$ cat src/sv/c8alu_pkg.sv
// c8alu_pkg: shared types, operation codes and flag helpers for the 8-bit alu
// used by c8alu_core and cpu8_alu_with_flags_unit; no dependencies
`timescale 1ns / 1ps
`default_nettype none

package c8alu_pkg;

    localparam int unsigned OP_W   = 5;
    localparam int unsigned WORD_W = 16;
    localparam int unsigned BYTE_W = 8;
    localparam int unsigned BIT_W  = 3;

    typedef enum logic [OP_W-1:0] {
        OP_ADD   = 5'd0,
        OP_ADC   = 5'd1,
        OP_SUB   = 5'd2,
        OP_SBC   = 5'd3,
        OP_AND   = 5'd4,
        OP_OR    = 5'd5,
        OP_XOR   = 5'd6,
        OP_CP    = 5'd7,
        OP_INC   = 5'd8,
        OP_DEC   = 5'd9,
        OP_NEG   = 5'd10,
        OP_CPL   = 5'd11,
        OP_DAA   = 5'd12,
        OP_RLC   = 5'd13,
        OP_RRC   = 5'd14,
        OP_RL    = 5'd15,
        OP_RR    = 5'd16,
        OP_SLA   = 5'd17,
        OP_SRA   = 5'd18,
        OP_SLL   = 5'd19,
        OP_SRL   = 5'd20,
        OP_RLCA  = 5'd21,
        OP_RRCA  = 5'd22,
        OP_RLA   = 5'd23,
        OP_RRA   = 5'd24,
        OP_BIT   = 5'd25,
        OP_RES   = 5'd26,
        OP_SET   = 5'd27,
        OP_CCF   = 5'd28,
        OP_ADD16 = 5'd29,
        OP_ADC16 = 5'd30,
        OP_SBC16 = 5'd31
    } t_alu_op;

    // flag bit positions
    localparam int unsigned FLAG_S = 7;
    localparam int unsigned FLAG_Z = 6;
    localparam int unsigned FLAG_Y = 5;
    localparam int unsigned FLAG_H = 4;
    localparam int unsigned FLAG_X = 3;
    localparam int unsigned FLAG_P = 2;
    localparam int unsigned FLAG_N = 1;
    localparam int unsigned FLAG_C = 0;

    typedef struct packed {
        logic [OP_W-1:0]   operation;
        logic [WORD_W-1:0] operand_a;
        logic [WORD_W-1:0] operand_b;
        logic [BIT_W-1:0]  bit_index;
        logic [BYTE_W-1:0] flags_in;
    } t_alu_in;

    typedef struct packed {
        logic [WORD_W-1:0] result_value;
        logic [BYTE_W-1:0] flags_out;
    } t_alu_out;

    // sign, zero, y and x of a byte
    function automatic logic [BYTE_W-1:0] szxy(input logic [BYTE_W-1:0] v);
        logic [BYTE_W-1:0] f;
        f         = '0;
        f[FLAG_S] = v[7];
        f[FLAG_Z] = (v == '0);
        f[FLAG_Y] = v[5];
        f[FLAG_X] = v[3];
        return f;
    endfunction

    // parity flag, set for even parity
    function automatic logic [BYTE_W-1:0] parity(input logic [BYTE_W-1:0] v);
        logic [BYTE_W-1:0] f;
        f         = '0;
        f[FLAG_P] = ~^v;
        return f;
    endfunction

endpackage

`default_nettype wire

$ cat src/sv/c8alu_core.sv
// c8alu_core: combinational datapath computing result value and flags for one item
// depends on c8alu_pkg
`timescale 1ns / 1ps
`default_nettype none

module c8alu_core (
    input  var c8alu_pkg::t_alu_in  i_item,
    output var c8alu_pkg::t_alu_out o_item
);

    logic [4:0]  opv;
    logic [7:0]  a;
    logic [7:0]  b;
    logic [7:0]  fin;
    logic        c;
    logic [15:0] a16;
    logic [15:0] b16;

    // 8-bit add
    logic        add_cin;
    logic [8:0]  sum9;
    logic [7:0]  f_add;

    // 8-bit subtract, shared by sub, sbc, cp and neg
    logic [7:0]  sub_a;
    logic [7:0]  sub_b;
    logic        sub_cin;
    logic [8:0]  diff9;
    logic [7:0]  f_sub;

    // rotates and shifts
    logic        rot_acc;
    logic [4:0]  rot_sel;
    logic [2:0]  rot_k;
    logic        rot_lo;
    logic        rot_hi;
    logic        rot_cout;
    logic [7:0]  rot_r;
    logic [7:0]  f_rot;

    // decimal adjust
    logic        daa_lo;
    logic        daa_hi;
    logic [7:0]  daa_diff;
    logic [7:0]  daa_r;
    logic        daa_h;

    // 16-bit
    logic        cin16;
    logic [16:0] sum17;
    logic [16:0] diff17;

    logic [7:0]  inc_r;
    logic [7:0]  dec_r;
    logic [7:0]  bit_mask;
    logic        bit_t;

    assign opv = i_item.operation;
    assign a   = i_item.operand_a[7:0];
    assign b   = i_item.operand_b[7:0];
    assign fin = i_item.flags_in;
    assign c   = fin[c8alu_pkg::FLAG_C];
    assign a16 = i_item.operand_a;
    assign b16 = i_item.operand_b;

    assign add_cin = (opv == c8alu_pkg::OP_ADC) ? c : 1'b0;
    assign sum9    = {1'b0, a} + {1'b0, b} + {8'b0, add_cin};
    always_comb begin
        f_add                      = c8alu_pkg::szxy(sum9[7:0]);
        f_add[c8alu_pkg::FLAG_H]   = a[4] ^ b[4] ^ sum9[4];
        f_add[c8alu_pkg::FLAG_P]   = (a[7] ^ sum9[7]) & (b[7] ^ sum9[7]);
        f_add[c8alu_pkg::FLAG_C]   = sum9[8];
    end

    assign sub_a   = (opv == c8alu_pkg::OP_NEG) ? 8'h00 : a;
    assign sub_b   = (opv == c8alu_pkg::OP_NEG) ? a : b;
    assign sub_cin = (opv == c8alu_pkg::OP_SBC) ? c : 1'b0;
    assign diff9   = {1'b0, sub_a} - {1'b0, sub_b} - {8'b0, sub_cin};
    always_comb begin
        f_sub                      = c8alu_pkg::szxy(diff9[7:0]);
        f_sub[c8alu_pkg::FLAG_H]   = sub_a[4] ^ sub_b[4] ^ diff9[4];
        f_sub[c8alu_pkg::FLAG_P]   = (sub_a[7] ^ sub_b[7]) & (sub_a[7] ^ diff9[7]);
        f_sub[c8alu_pkg::FLAG_N]   = 1'b1;
        f_sub[c8alu_pkg::FLAG_C]   = diff9[8];
    end

    assign rot_acc = (opv >= 5'(c8alu_pkg::OP_RLCA));
    assign rot_sel = rot_acc ? 5'(opv - 5'(c8alu_pkg::OP_RLCA))
                             : 5'(opv - 5'(c8alu_pkg::OP_RLC));
    assign rot_k   = rot_acc ? {1'b0, rot_sel[1:0]} : rot_sel[2:0];
    always_comb begin
        case (rot_k)
            3'd0:    rot_lo = a[7];
            3'd2:    rot_lo = c;
            3'd6:    rot_lo = 1'b1;
            default: rot_lo = 1'b0;
        endcase
        case (rot_k)
            3'd1:    rot_hi = a[0];
            3'd3:    rot_hi = c;
            3'd5:    rot_hi = a[7];
            default: rot_hi = 1'b0;
        endcase
        if (!rot_k[0]) begin
            rot_r    = {a[6:0], rot_lo};
            rot_cout = a[7];
        end else begin
            rot_r    = {rot_hi, a[7:1]};
            rot_cout = a[0];
        end
        if (rot_acc) begin
            f_rot                    = '0;
            f_rot[c8alu_pkg::FLAG_S] = fin[c8alu_pkg::FLAG_S];
            f_rot[c8alu_pkg::FLAG_Z] = fin[c8alu_pkg::FLAG_Z];
            f_rot[c8alu_pkg::FLAG_P] = fin[c8alu_pkg::FLAG_P];
            f_rot[c8alu_pkg::FLAG_Y] = rot_r[5];
            f_rot[c8alu_pkg::FLAG_X] = rot_r[3];
        end else begin
            f_rot = c8alu_pkg::szxy(rot_r) | c8alu_pkg::parity(rot_r);
        end
        f_rot[c8alu_pkg::FLAG_C] = rot_cout;
    end

    assign daa_lo   = (a[3:0] > 4'd9) || fin[c8alu_pkg::FLAG_H];
    assign daa_hi   = (a > 8'h99) || c;
    assign daa_diff = {1'b0, daa_hi, daa_hi, 1'b0, 1'b0, daa_lo, daa_lo, 1'b0};
    assign daa_r    = fin[c8alu_pkg::FLAG_N] ? (a - daa_diff) : (a + daa_diff);
    assign daa_h    = fin[c8alu_pkg::FLAG_N] ? (fin[c8alu_pkg::FLAG_H] && (a[3:0] < 4'd6))
                                             : (a[3:0] >= 4'd10);

    assign cin16  = (opv == c8alu_pkg::OP_ADC16) ? c : 1'b0;
    assign sum17  = {1'b0, a16} + {1'b0, b16} + {16'b0, cin16};
    assign diff17 = {1'b0, a16} - {1'b0, b16} - {16'b0, c};

    assign inc_r    = a + 8'd1;
    assign dec_r    = a - 8'd1;
    assign bit_mask = 8'd1 << i_item.bit_index;
    assign bit_t    = a[i_item.bit_index];

    always_comb begin
        logic [7:0]  r8;
        logic [15:0] r16;
        logic [7:0]  f;
        logic        wide;
        r8   = a;
        r16  = a16;
        f    = fin;
        wide = 1'b0;
        unique case (c8alu_pkg::t_alu_op'(opv)) inside
            c8alu_pkg::OP_ADD, c8alu_pkg::OP_ADC: begin
                r8 = sum9[7:0];
                f  = f_add;
            end
            c8alu_pkg::OP_SUB, c8alu_pkg::OP_SBC, c8alu_pkg::OP_NEG: begin
                r8 = diff9[7:0];
                f  = f_sub;
            end
            c8alu_pkg::OP_CP: begin
                r8                   = a;
                f                    = f_sub;
                f[c8alu_pkg::FLAG_Y] = b[5];
                f[c8alu_pkg::FLAG_X] = b[3];
            end
            c8alu_pkg::OP_AND: begin
                r8                   = a & b;
                f                    = c8alu_pkg::szxy(a & b) | c8alu_pkg::parity(a & b);
                f[c8alu_pkg::FLAG_H] = 1'b1;
            end
            c8alu_pkg::OP_OR: begin
                r8 = a | b;
                f  = c8alu_pkg::szxy(a | b) | c8alu_pkg::parity(a | b);
            end
            c8alu_pkg::OP_XOR: begin
                r8 = a ^ b;
                f  = c8alu_pkg::szxy(a ^ b) | c8alu_pkg::parity(a ^ b);
            end
            c8alu_pkg::OP_INC: begin
                r8                   = inc_r;
                f                    = c8alu_pkg::szxy(inc_r);
                f[c8alu_pkg::FLAG_H] = (a[3:0] == 4'hF);
                f[c8alu_pkg::FLAG_P] = (inc_r == 8'h80);
                f[c8alu_pkg::FLAG_C] = c;
            end
            c8alu_pkg::OP_DEC: begin
                r8                   = dec_r;
                f                    = c8alu_pkg::szxy(dec_r);
                f[c8alu_pkg::FLAG_H] = (a[3:0] == 4'h0);
                f[c8alu_pkg::FLAG_P] = (dec_r == 8'h7F);
                f[c8alu_pkg::FLAG_N] = 1'b1;
                f[c8alu_pkg::FLAG_C] = c;
            end
            c8alu_pkg::OP_CPL: begin
                r8                   = ~a;
                f                    = fin;
                f[c8alu_pkg::FLAG_H] = 1'b1;
                f[c8alu_pkg::FLAG_N] = 1'b1;
                f[c8alu_pkg::FLAG_Y] = ~a[5];
                f[c8alu_pkg::FLAG_X] = ~a[3];
            end
            c8alu_pkg::OP_DAA: begin
                r8                   = daa_r;
                f                    = c8alu_pkg::szxy(daa_r) | c8alu_pkg::parity(daa_r);
                f[c8alu_pkg::FLAG_H] = daa_h;
                f[c8alu_pkg::FLAG_N] = fin[c8alu_pkg::FLAG_N];
                f[c8alu_pkg::FLAG_C] = c | daa_hi;
            end
            c8alu_pkg::OP_RLC, c8alu_pkg::OP_RRC, c8alu_pkg::OP_RL, c8alu_pkg::OP_RR,
            c8alu_pkg::OP_SLA, c8alu_pkg::OP_SRA, c8alu_pkg::OP_SLL, c8alu_pkg::OP_SRL,
            c8alu_pkg::OP_RLCA, c8alu_pkg::OP_RRCA, c8alu_pkg::OP_RLA,
            c8alu_pkg::OP_RRA: begin
                r8 = rot_r;
                f  = f_rot;
            end
            c8alu_pkg::OP_BIT: begin
                r8                   = a;
                f                    = '0;
                f[c8alu_pkg::FLAG_S] = bit_t && (i_item.bit_index == 3'd7);
                f[c8alu_pkg::FLAG_Z] = !bit_t;
                f[c8alu_pkg::FLAG_P] = !bit_t;
                f[c8alu_pkg::FLAG_H] = 1'b1;
                f[c8alu_pkg::FLAG_C] = c;
                f[c8alu_pkg::FLAG_Y] = a[5];
                f[c8alu_pkg::FLAG_X] = a[3];
            end
            c8alu_pkg::OP_RES: begin
                r8 = a & ~bit_mask;
            end
            c8alu_pkg::OP_SET: begin
                r8 = a | bit_mask;
            end
            c8alu_pkg::OP_CCF: begin
                r8                   = a;
                f                    = fin;
                f[c8alu_pkg::FLAG_H] = c;
                f[c8alu_pkg::FLAG_N] = 1'b0;
                f[c8alu_pkg::FLAG_C] = !c;
                f[c8alu_pkg::FLAG_Y] = a[5];
                f[c8alu_pkg::FLAG_X] = a[3];
            end
            c8alu_pkg::OP_ADD16, c8alu_pkg::OP_ADC16: begin
                wide                 = 1'b1;
                r16                  = sum17[15:0];
                f                    = fin;
                f[c8alu_pkg::FLAG_H] = a16[12] ^ b16[12] ^ sum17[12];
                f[c8alu_pkg::FLAG_N] = 1'b0;
                f[c8alu_pkg::FLAG_C] = sum17[16];
                f[c8alu_pkg::FLAG_Y] = sum17[13];
                f[c8alu_pkg::FLAG_X] = sum17[11];
                if (opv == c8alu_pkg::OP_ADC16) begin
                    f[c8alu_pkg::FLAG_S] = sum17[15];
                    f[c8alu_pkg::FLAG_Z] = (sum17[15:0] == 16'h0000);
                    f[c8alu_pkg::FLAG_P] = (a16[15] ^ sum17[15]) & (b16[15] ^ sum17[15]);
                end
            end
            c8alu_pkg::OP_SBC16: begin
                wide                 = 1'b1;
                r16                  = diff17[15:0];
                f                    = '0;
                f[c8alu_pkg::FLAG_S] = diff17[15];
                f[c8alu_pkg::FLAG_Z] = (diff17[15:0] == 16'h0000);
                f[c8alu_pkg::FLAG_N] = 1'b1;
                f[c8alu_pkg::FLAG_H] = a16[12] ^ b16[12] ^ diff17[12];
                f[c8alu_pkg::FLAG_C] = diff17[16];
                f[c8alu_pkg::FLAG_P] = (a16[15] ^ b16[15]) & (a16[15] ^ diff17[15]);
                f[c8alu_pkg::FLAG_Y] = diff17[13];
                f[c8alu_pkg::FLAG_X] = diff17[11];
            end
            default: begin
                r8 = a;
                f  = fin;
            end
        endcase
        o_item.result_value = wide ? r16 : {8'h00, r8};
        o_item.flags_out    = f;
    end

endmodule

`default_nettype wire

$ cat src/sv/cpu8_alu_with_flags_unit.sv
// path: item accept to o_valid passes the input register, then the result register
// throughput: one item per cycle; o_stall rises only when both stages hold items
// and i_stall is high
// reset: synchronous active-low i_rst_n clears both stage valid bits, payload is not reset
// top level of the 8-bit alu with flags; uses c8alu_pkg and c8alu_core
`timescale 1ns / 1ps
`default_nettype none

module cpu8_alu_with_flags_unit (
    input  wire         i_clk,
    input  wire         i_rst_n,
    input  wire         i_valid,
    output logic        o_stall,
    input  wire  [4:0]  i_operation,
    input  wire  [15:0] i_operand_a,
    input  wire  [15:0] i_operand_b,
    input  wire  [2:0]  i_bit_index,
    input  wire  [7:0]  i_flags_in,
    output logic        o_valid,
    input  wire         i_stall,
    output logic [15:0] o_result_value,
    output logic [7:0]  o_flags_out
);

    logic                 r_in_valid;
    logic                 n_in_valid;
    c8alu_pkg::t_alu_in   r_in;
    logic                 r_out_valid;
    logic                 n_out_valid;
    c8alu_pkg::t_alu_out  r_out;
    c8alu_pkg::t_alu_out  n_out;
    logic                 out_adv;
    logic                 in_adv;
    logic                 in_take;

    assign out_adv = !r_out_valid || !i_stall;
    assign in_adv  = !r_in_valid || out_adv;
    assign in_take = i_valid && in_adv;
    assign o_stall = !in_adv;

    assign n_in_valid  = in_adv ? i_valid : r_in_valid;
    assign n_out_valid = out_adv ? r_in_valid : r_out_valid;

    c8alu_core u_core (
        .i_item (r_in),
        .o_item (n_out)
    );

    always_ff @(posedge i_clk) begin
        if (!i_rst_n) begin
            r_in_valid  <= 1'b0;
            r_out_valid <= 1'b0;
        end else begin
            r_in_valid  <= n_in_valid;
            r_out_valid <= n_out_valid;
        end
    end

    always_ff @(posedge i_clk) begin
        if (in_take) begin
            r_in.operation <= i_operation;
            r_in.operand_a <= i_operand_a;
            r_in.operand_b <= i_operand_b;
            r_in.bit_index <= i_bit_index;
            r_in.flags_in  <= i_flags_in;
        end
        if (out_adv && r_in_valid) begin
            r_out <= n_out;
        end
    end

    assign o_valid        = r_out_valid;
    assign o_result_value = r_out.result_value;
    assign o_flags_out    = r_out.flags_out;

endmodule

`default_nettype wire

$ cat config.mk
export PLATFORM = sky130hd
export DESIGN_NAME = cpu8_alu_with_flags_unit
export DESIGN_NICKNAME = d
export VERILOG_FILES = /design/src/sv/c8alu_pkg.sv /design/src/sv/c8alu_core.sv /design/src/sv/cpu8_alu_with_flags_unit.sv
export SDC_FILE = /design/constraint.sdc
export NUM_CORES = 1
export LEC_CHECK = 0
export ABC_CLOCK_PERIOD_IN_PS = 6700
export BUFFER_PORTS_ARGS = -buffer_cell sky130_fd_sc_hd__buf_2
export CORE_ASPECT_RATIO = 0.5
export CORE_MARGIN = 2
export CORE_UTILIZATION = 52
export CTS_CLUSTER_SIZE = 24
export DETAILED_ROUTE_END_ITERATION = 12
export PLACE_DENSITY_LB_ADDON = 0.3
export SLEW_MARGIN = 20
export SYNTH_ARGS = -nofsm -noshare
export SYNTH_HDL_FRONTEND = slang
export SYNTH_SLANG_ARGS = --single-unit
$ cat constraint.sdc
create_clock -name i_clk -period 6.7 [get_ports i_clk]
set_input_delay 1.34 -clock i_clk [delete_from_list [all_inputs] [get_ports i_clk]]
set_output_delay 1.34 -clock i_clk [all_outputs]
set_load 0.05 [all_outputs]
==> report_table.html <==
<table>
<tr><th>Metric</th><th>Value</th></tr>
<tr><th colspan="2">Clock network</th></tr>
<tr><td>Clk sink count</td><td>74</td></tr>
<tr><td>Post-CTS setup buffer count</td><td>0</td></tr>
<tr><td>CTS tree</td><td>built</td></tr>
<tr><td>Worst skew pair latency</td><td>0.35 ns</td></tr>
<tr><td>Number of buffers added by the clock tree synthesis step</td><td>9</td></tr>
<tr><td>Post_cts resized</td><td>0</td></tr>
<tr><td>H-tree depth reported by CTS</td><td>3</td></tr>
<tr><td>Clk buf depth</td><td>2</td></tr>
<tr><td>Clock root buffer</td><td>sky130_fd_sc_hd__clkbuf_16</td></tr>
<tr><td>CTS clk-pin slew, worst paths</td><td>~0.060 ns</td></tr>
<tr><td>Quantity of hold-fixing buffers added after cts</td><td>0</td></tr>
<tr><th colspan="2">Cells and area</th></tr>
<tr><td>Area grow syn2layout</td><td>11.0%</td></tr>
<tr><td>Total Nets Final</td><td>1163</td></tr>
<tr><td>Share of post-route cells with drive strength above 1</td><td>approximately an eighth</td></tr>
<tr><td>Most frequent cells in the layout</td><td>sky130_fd_sc_hd__ha_1, sky130_fd_sc_hd__inv_1, sky130_fd_sc_hd__buf_2</td></tr>
<tr><td>Number of diodes added for antenna fixing</td><td>0</td></tr>
<tr><td>Most common cell after layout, fill and taps aside</td><td>sky130_fd_sc_hd__ha_1</td></tr>
<tr><td>Total non-filler cell area in the finished layout</td><td>between 9000 and 10000 µm²</td></tr>
<tr><td>Final design utilization</td><td>between 50% and 60%</td></tr>
<tr><th colspan="2">Timing</th></tr>
<tr><td>Final TNS setup</td><td>0 ns</td></tr>
<tr><td>Smallest setup slack after layout</td><td>around 1.5 ns</td></tr>
<tr><td>Clock skew after layout</td><td>0.0130 ns</td></tr>
<tr><td>Post-route minimum period</td><td>around 5.2 ns</td></tr>
<tr><td>Hold slack final</td><td>slightly above 0.5 ns</td></tr>
<tr><td>Count of final setup violators</td><td>0</td></tr>
<tr><td>Worst-margin pin slew</td><td>0.865 ns</td></tr>
<tr><td>Setup repair after global routing missed its margin</td><td>no</td></tr>
<tr><td>Total count of hold-check failures in the final report</td><td>0</td></tr>
<tr><td>Relative max-transition margin</td><td>around two fifths</td></tr>
<tr><td>Fin crit share</td><td>77.6%</td></tr>
<tr><td>Pins over their slew limit</td><td>0</td></tr>
<tr><td>Achievable frequency</td><td>~190 MHz</td></tr>
<tr><th colspan="2">GRT</th></tr>
<tr><td>GR Util All Layers</td><td>between 30% and 40%</td></tr>
<tr><td>Global routing's busiest layer</td><td>met2</td></tr>
<tr><td>Pin count of the biggest net entering global routing</td><td>30</td></tr>
<tr><td>Via count of the first global-routing pass</td><td>7820</td></tr>
<tr><td>GRT met1 Usage</td><td>approximately 52%</td></tr>
<tr><td>GRT Residual Overflow</td><td>0</td></tr>
<tr><td>Global-route wire length before repair</td><td>roughly 47000 µm</td></tr>
<tr><td>Global routing usage on met3</td><td>16.3%</td></tr>
<tr><td>Antenna violations before repair</td><td>2</td></tr>
<tr><td>GRT met2 Usage</td><td>between 50% and 60%</td></tr>
<tr><th colspan="2">Die</th></tr>
<tr><td>CORE AREA</td><td>roughly 15000 µm²</td></tr>
<tr><td>Top-level I/O count</td><td>78</td></tr>
<tr><td>Starting density of the core</td><td>52.9%</td></tr>
<tr><td>Y dimension of the die</td><td>92.3 µm</td></tr>
<tr><td>Chip width</td><td>between 150 and 200 µm</td></tr>
<tr><td>Number of cell rows</td><td>32</td></tr>
<tr><td>Total die area</td><td>~17000 µm²</td></tr>
<tr><th colspan="2">Setup path</th></tr>
<tr><td>Largest fanout of any net on the critical path</td><td>19</td></tr>
<tr><td>Family with the most delay on the worst path</td><td>compound AO/OA/AOI/OAI gates</td></tr>
<tr><td>Critical Path, Cell by Cell</td><td>buf_4 &gt; ha_1 &gt; nor2_1 &gt; o21ai_0 &gt; o21ai_0 &gt; a21oi_1 &gt; ha_1 &gt; inv_1 &gt; o21ai_0 &gt; ha_1 &gt; inv_1 &gt; xnor2_1 &gt; nor2_1 &gt; a2111oi_0 &gt; o211ai_1 &gt; a221oi_1 &gt; o311ai_0 &gt; o31a_1</td></tr>
<tr><td>Worst endpoint required time</td><td>between 6 and 7 ns</td></tr>
<tr><td>Slowest library cell on the worst path</td><td>sky130_fd_sc_hd__a2111oi_0</td></tr>
<tr><td>Arrival time of data at the critical path endpoint</td><td>~5.3 ns</td></tr>
<tr><td>Critical Path Start Type</td><td>flip-flop</td></tr>
<tr><td>Kind of end point of the critical path</td><td>flip-flop</td></tr>
<tr><td>Biggest cell delay along the critical path</td><td>just under 0.8 ns</td></tr>
<tr><td>Start-to-end type of the worst setup path</td><td>flip-flop to flip-flop</td></tr>
<tr><td>Crit path buf inv count</td><td>3</td></tr>
<tr><th colspan="2">Pwr</th></tr>
<tr><td>Combinational fraction of design power</td><td>between 40 and 50%</td></tr>
<tr><td>Leakage Power</td><td>3.74 nW</td></tr>
<tr><td>Sw power</td><td>0.000770 W</td></tr>
<tr><td>Switching share of power</td><td>about two fifths</td></tr>
<tr><td>Power per standard cell area</td><td>between 200 and 250 nW/µm²</td></tr>
<tr><td>Worst voltage drop across the vdd grid</td><td>~0.14 mV</td></tr>
<tr><td>Internal Pwr Total</td><td>0.00108 W</td></tr>
<tr><td>Flop pwr share</td><td>a little under a third</td></tr>
<tr><td>Clk pwr share</td><td>roughly a quarter</td></tr>
<tr><th colspan="2">Flow run</th></tr>
<tr><td>Max-capacitance violation count</td><td>0</td></tr>
<tr><th colspan="2">Synthesis</th></tr>
<tr><td>Net count after synthesis</td><td>1096</td></tr>
<tr><td>Flip-flop and latch count after synthesis</td><td>74</td></tr>
<tr><td>Asr flop ratio synth</td><td>0%</td></tr>
<tr><td>Warnings, synthesis</td><td>0</td></tr>
<tr><td>Leading register cell type out of synthesis</td><td>sky130_fd_sc_hd__edfxtp_1</td></tr>
<tr><td>Share of synthesized area occupied by flip-flops and latches</td><td>between 20% and 30%</td></tr>
<tr><td>Avg Synthesized Cell Area</td><td>between 8 and 9 µm²</td></tr>
<tr><td>Largest area contributor in the synthesized netlist</td><td>sky130_fd_sc_hd__edfxtp_1</td></tr>
<tr><td>Number of flops mapped to enable cells by yosys</td><td>72</td></tr>
<tr><td>Cell area after synthesis</td><td>8110 µm²</td></tr>
<tr><td>Unique masters post-synth</td><td>just under 80</td></tr>
<tr><td>Gate count of the mapped netlist</td><td>about 930</td></tr>
<tr><td>Leading post-synthesis cells by cell area</td><td>sky130_fd_sc_hd__edfxtp_1, sky130_fd_sc_hd__ha_1, sky130_fd_sc_hd__xnor2_1</td></tr>
<tr><td>Share of the synthesized area in the top cell type</td><td>between 20% and 30%</td></tr>
<tr><th colspan="2">Outcome</th></tr>
<tr><td>Run status</td><td>finished clean</td></tr>
<tr><th colspan="2">Placement</th></tr>
<tr><td>Placed Area</td><td>8740 µm²</td></tr>
<tr><td>Detailed Place HPWL</td><td>roughly 25000 µm</td></tr>
<tr><td>I/O Buffers</td><td>slightly below 80</td></tr>
<tr><td>RePlAce Congestion</td><td>roughly 1.1</td></tr>
<tr><td>Post-placement worst setup slack</td><td>1.71 ns</td></tr>
<tr><th colspan="2">Route</th></tr>
<tr><td>Sum of routed wire length over all layers</td><td>31900 µm</td></tr>
<tr><td>Routed via count</td><td>about 8.0k</td></tr>
<tr><td>Final antenna-violating net count</td><td>0</td></tr>
<tr><td>DR vias/cell</td><td>between 6 and 7</td></tr>
<tr><td>Drt pass-1 iters</td><td>6</td></tr>
<tr><td># DRC</td><td>0</td></tr>
<tr><td>Number of violations reported at the end of detailed-routing iteration 0</td><td>between 1k and 1.5k</td></tr>
<tr><td>Post-DR wirelength/cell</td><td>around 26 µm</td></tr>
<tr><th colspan="2">Min path</th></tr>
<tr><td>Worst min-delay path category</td><td>flip-flop to flip-flop</td></tr>
</table>
worst min-delay path: cells and delay by family (launching register included):
family / cells / cell delay (ns)
AND/OR/NAND/NOR: 1 / 0.09
flip-flops: 1 / 0.35
AO/OA/AOI/OAI: 1 / 0.05
flip-flops by register name, summed over array words and instances, names as in the netlist:
| name | cells |
|---|---|
| o_flags_out | 8 |
| o_result_value | 16 |
| o_valid | 1 |
| r_in | 48 |
| r_in_valid | 1 |
power groups by stage:
stage	clock (W)	combinational [W]	sequential, W
floorplan	0	0.000495	0.000610
global placement	0	0.000749	0.000584
detailed placement	0	0.000760	0.000584
CTS	0.000470	0.000766	0.000575
global route	0.000492	0.000845	0.000579
finish	0.000473	0.000796	0.000577
worst paths after layout:
kind         startpoint  slack (ns)  cells past startpoint        endpoint
min reg2reg  r_in_valid        0.52                      2         o_valid
max reg2reg    r_in[27]        1.50                     18  o_flags_out[5]
min          r_in_valid        0.52                      2         o_valid
max            r_in[27]        1.50                     18  o_flags_out[5]
cells in the mapped netlist, types with 13 or more instances:
| master | number |
|---|---|
| sky130_fd_sc_hd__ha_1 | 103 |
| sky130_fd_sc_hd__clkbuf_1 | 22 |
| sky130_fd_sc_hd__nand2_1 | 72 |
| sky130_fd_sc_hd__nand3_1 | 18 |
| sky130_fd_sc_hd__a21o_1 | 13 |
| sky130_fd_sc_hd__nor3_1 | 23 |
| sky130_fd_sc_hd__inv_1 | 88 |
| sky130_fd_sc_hd__edfxtp_1 | 72 |
| sky130_fd_sc_hd__xor2_1 | 20 |
| sky130_fd_sc_hd__o21ai_0 | 63 |
| sky130_fd_sc_hd__buf_2 | 13 |
| sky130_fd_sc_hd__nand2b_1 | 15 |
| sky130_fd_sc_hd__mux2i_1 | 13 |
| sky130_fd_sc_hd__o221ai_1 | 15 |
| sky130_fd_sc_hd__nor2_1 | 56 |
| sky130_fd_sc_hd__a21oi_1 | 61 |
| sky130_fd_sc_hd__xnor2_1 | 61 |
through the flow:
step	total power [W]	instances
after CTS	0.00181	1207
after floorplan	0.00110	932
after detailed placement	0.00134	1192
after global routing	0.00192	1207
final	0.00185	1207
after global placement	0.00133	1192
final cells by class:
| class | count | area (µm²) |
|---|---|---|
| Fill cell | 1402 | 6330 |
| Multi-Input combinational cell | 725 | 5390 |
| Sequential cell | 74 | 2200 |
| Clock inverter | 6 | 42.5 |
| Clock buffer | 9 | 225 |
| Timing Repair Buffer | 98 | 543 |
| Inverter | 91 | 342 |
| Tap cell | 204 | 255 |
cell families (layout without fill, tap and decap cells):
kind of cell	after synthesis	in the layout	share of synthesized area (%)
simple gates	262	262	16.4
compound gates	255	255	20.9
buf+inv	133	204	6.49
fa+ha+maj	112	112	18.1
xor+xnor	81	81	8.75
flops	74	74	27.1
mux	15	15	2.16
layer usage:
metal	share of wire, %	vias up
met5	0.069	-
met4	2.9	4
met3	14	80
met2	40	576
met1	43	3825
li1	-	3541
(Power assumes the default switching activity.)
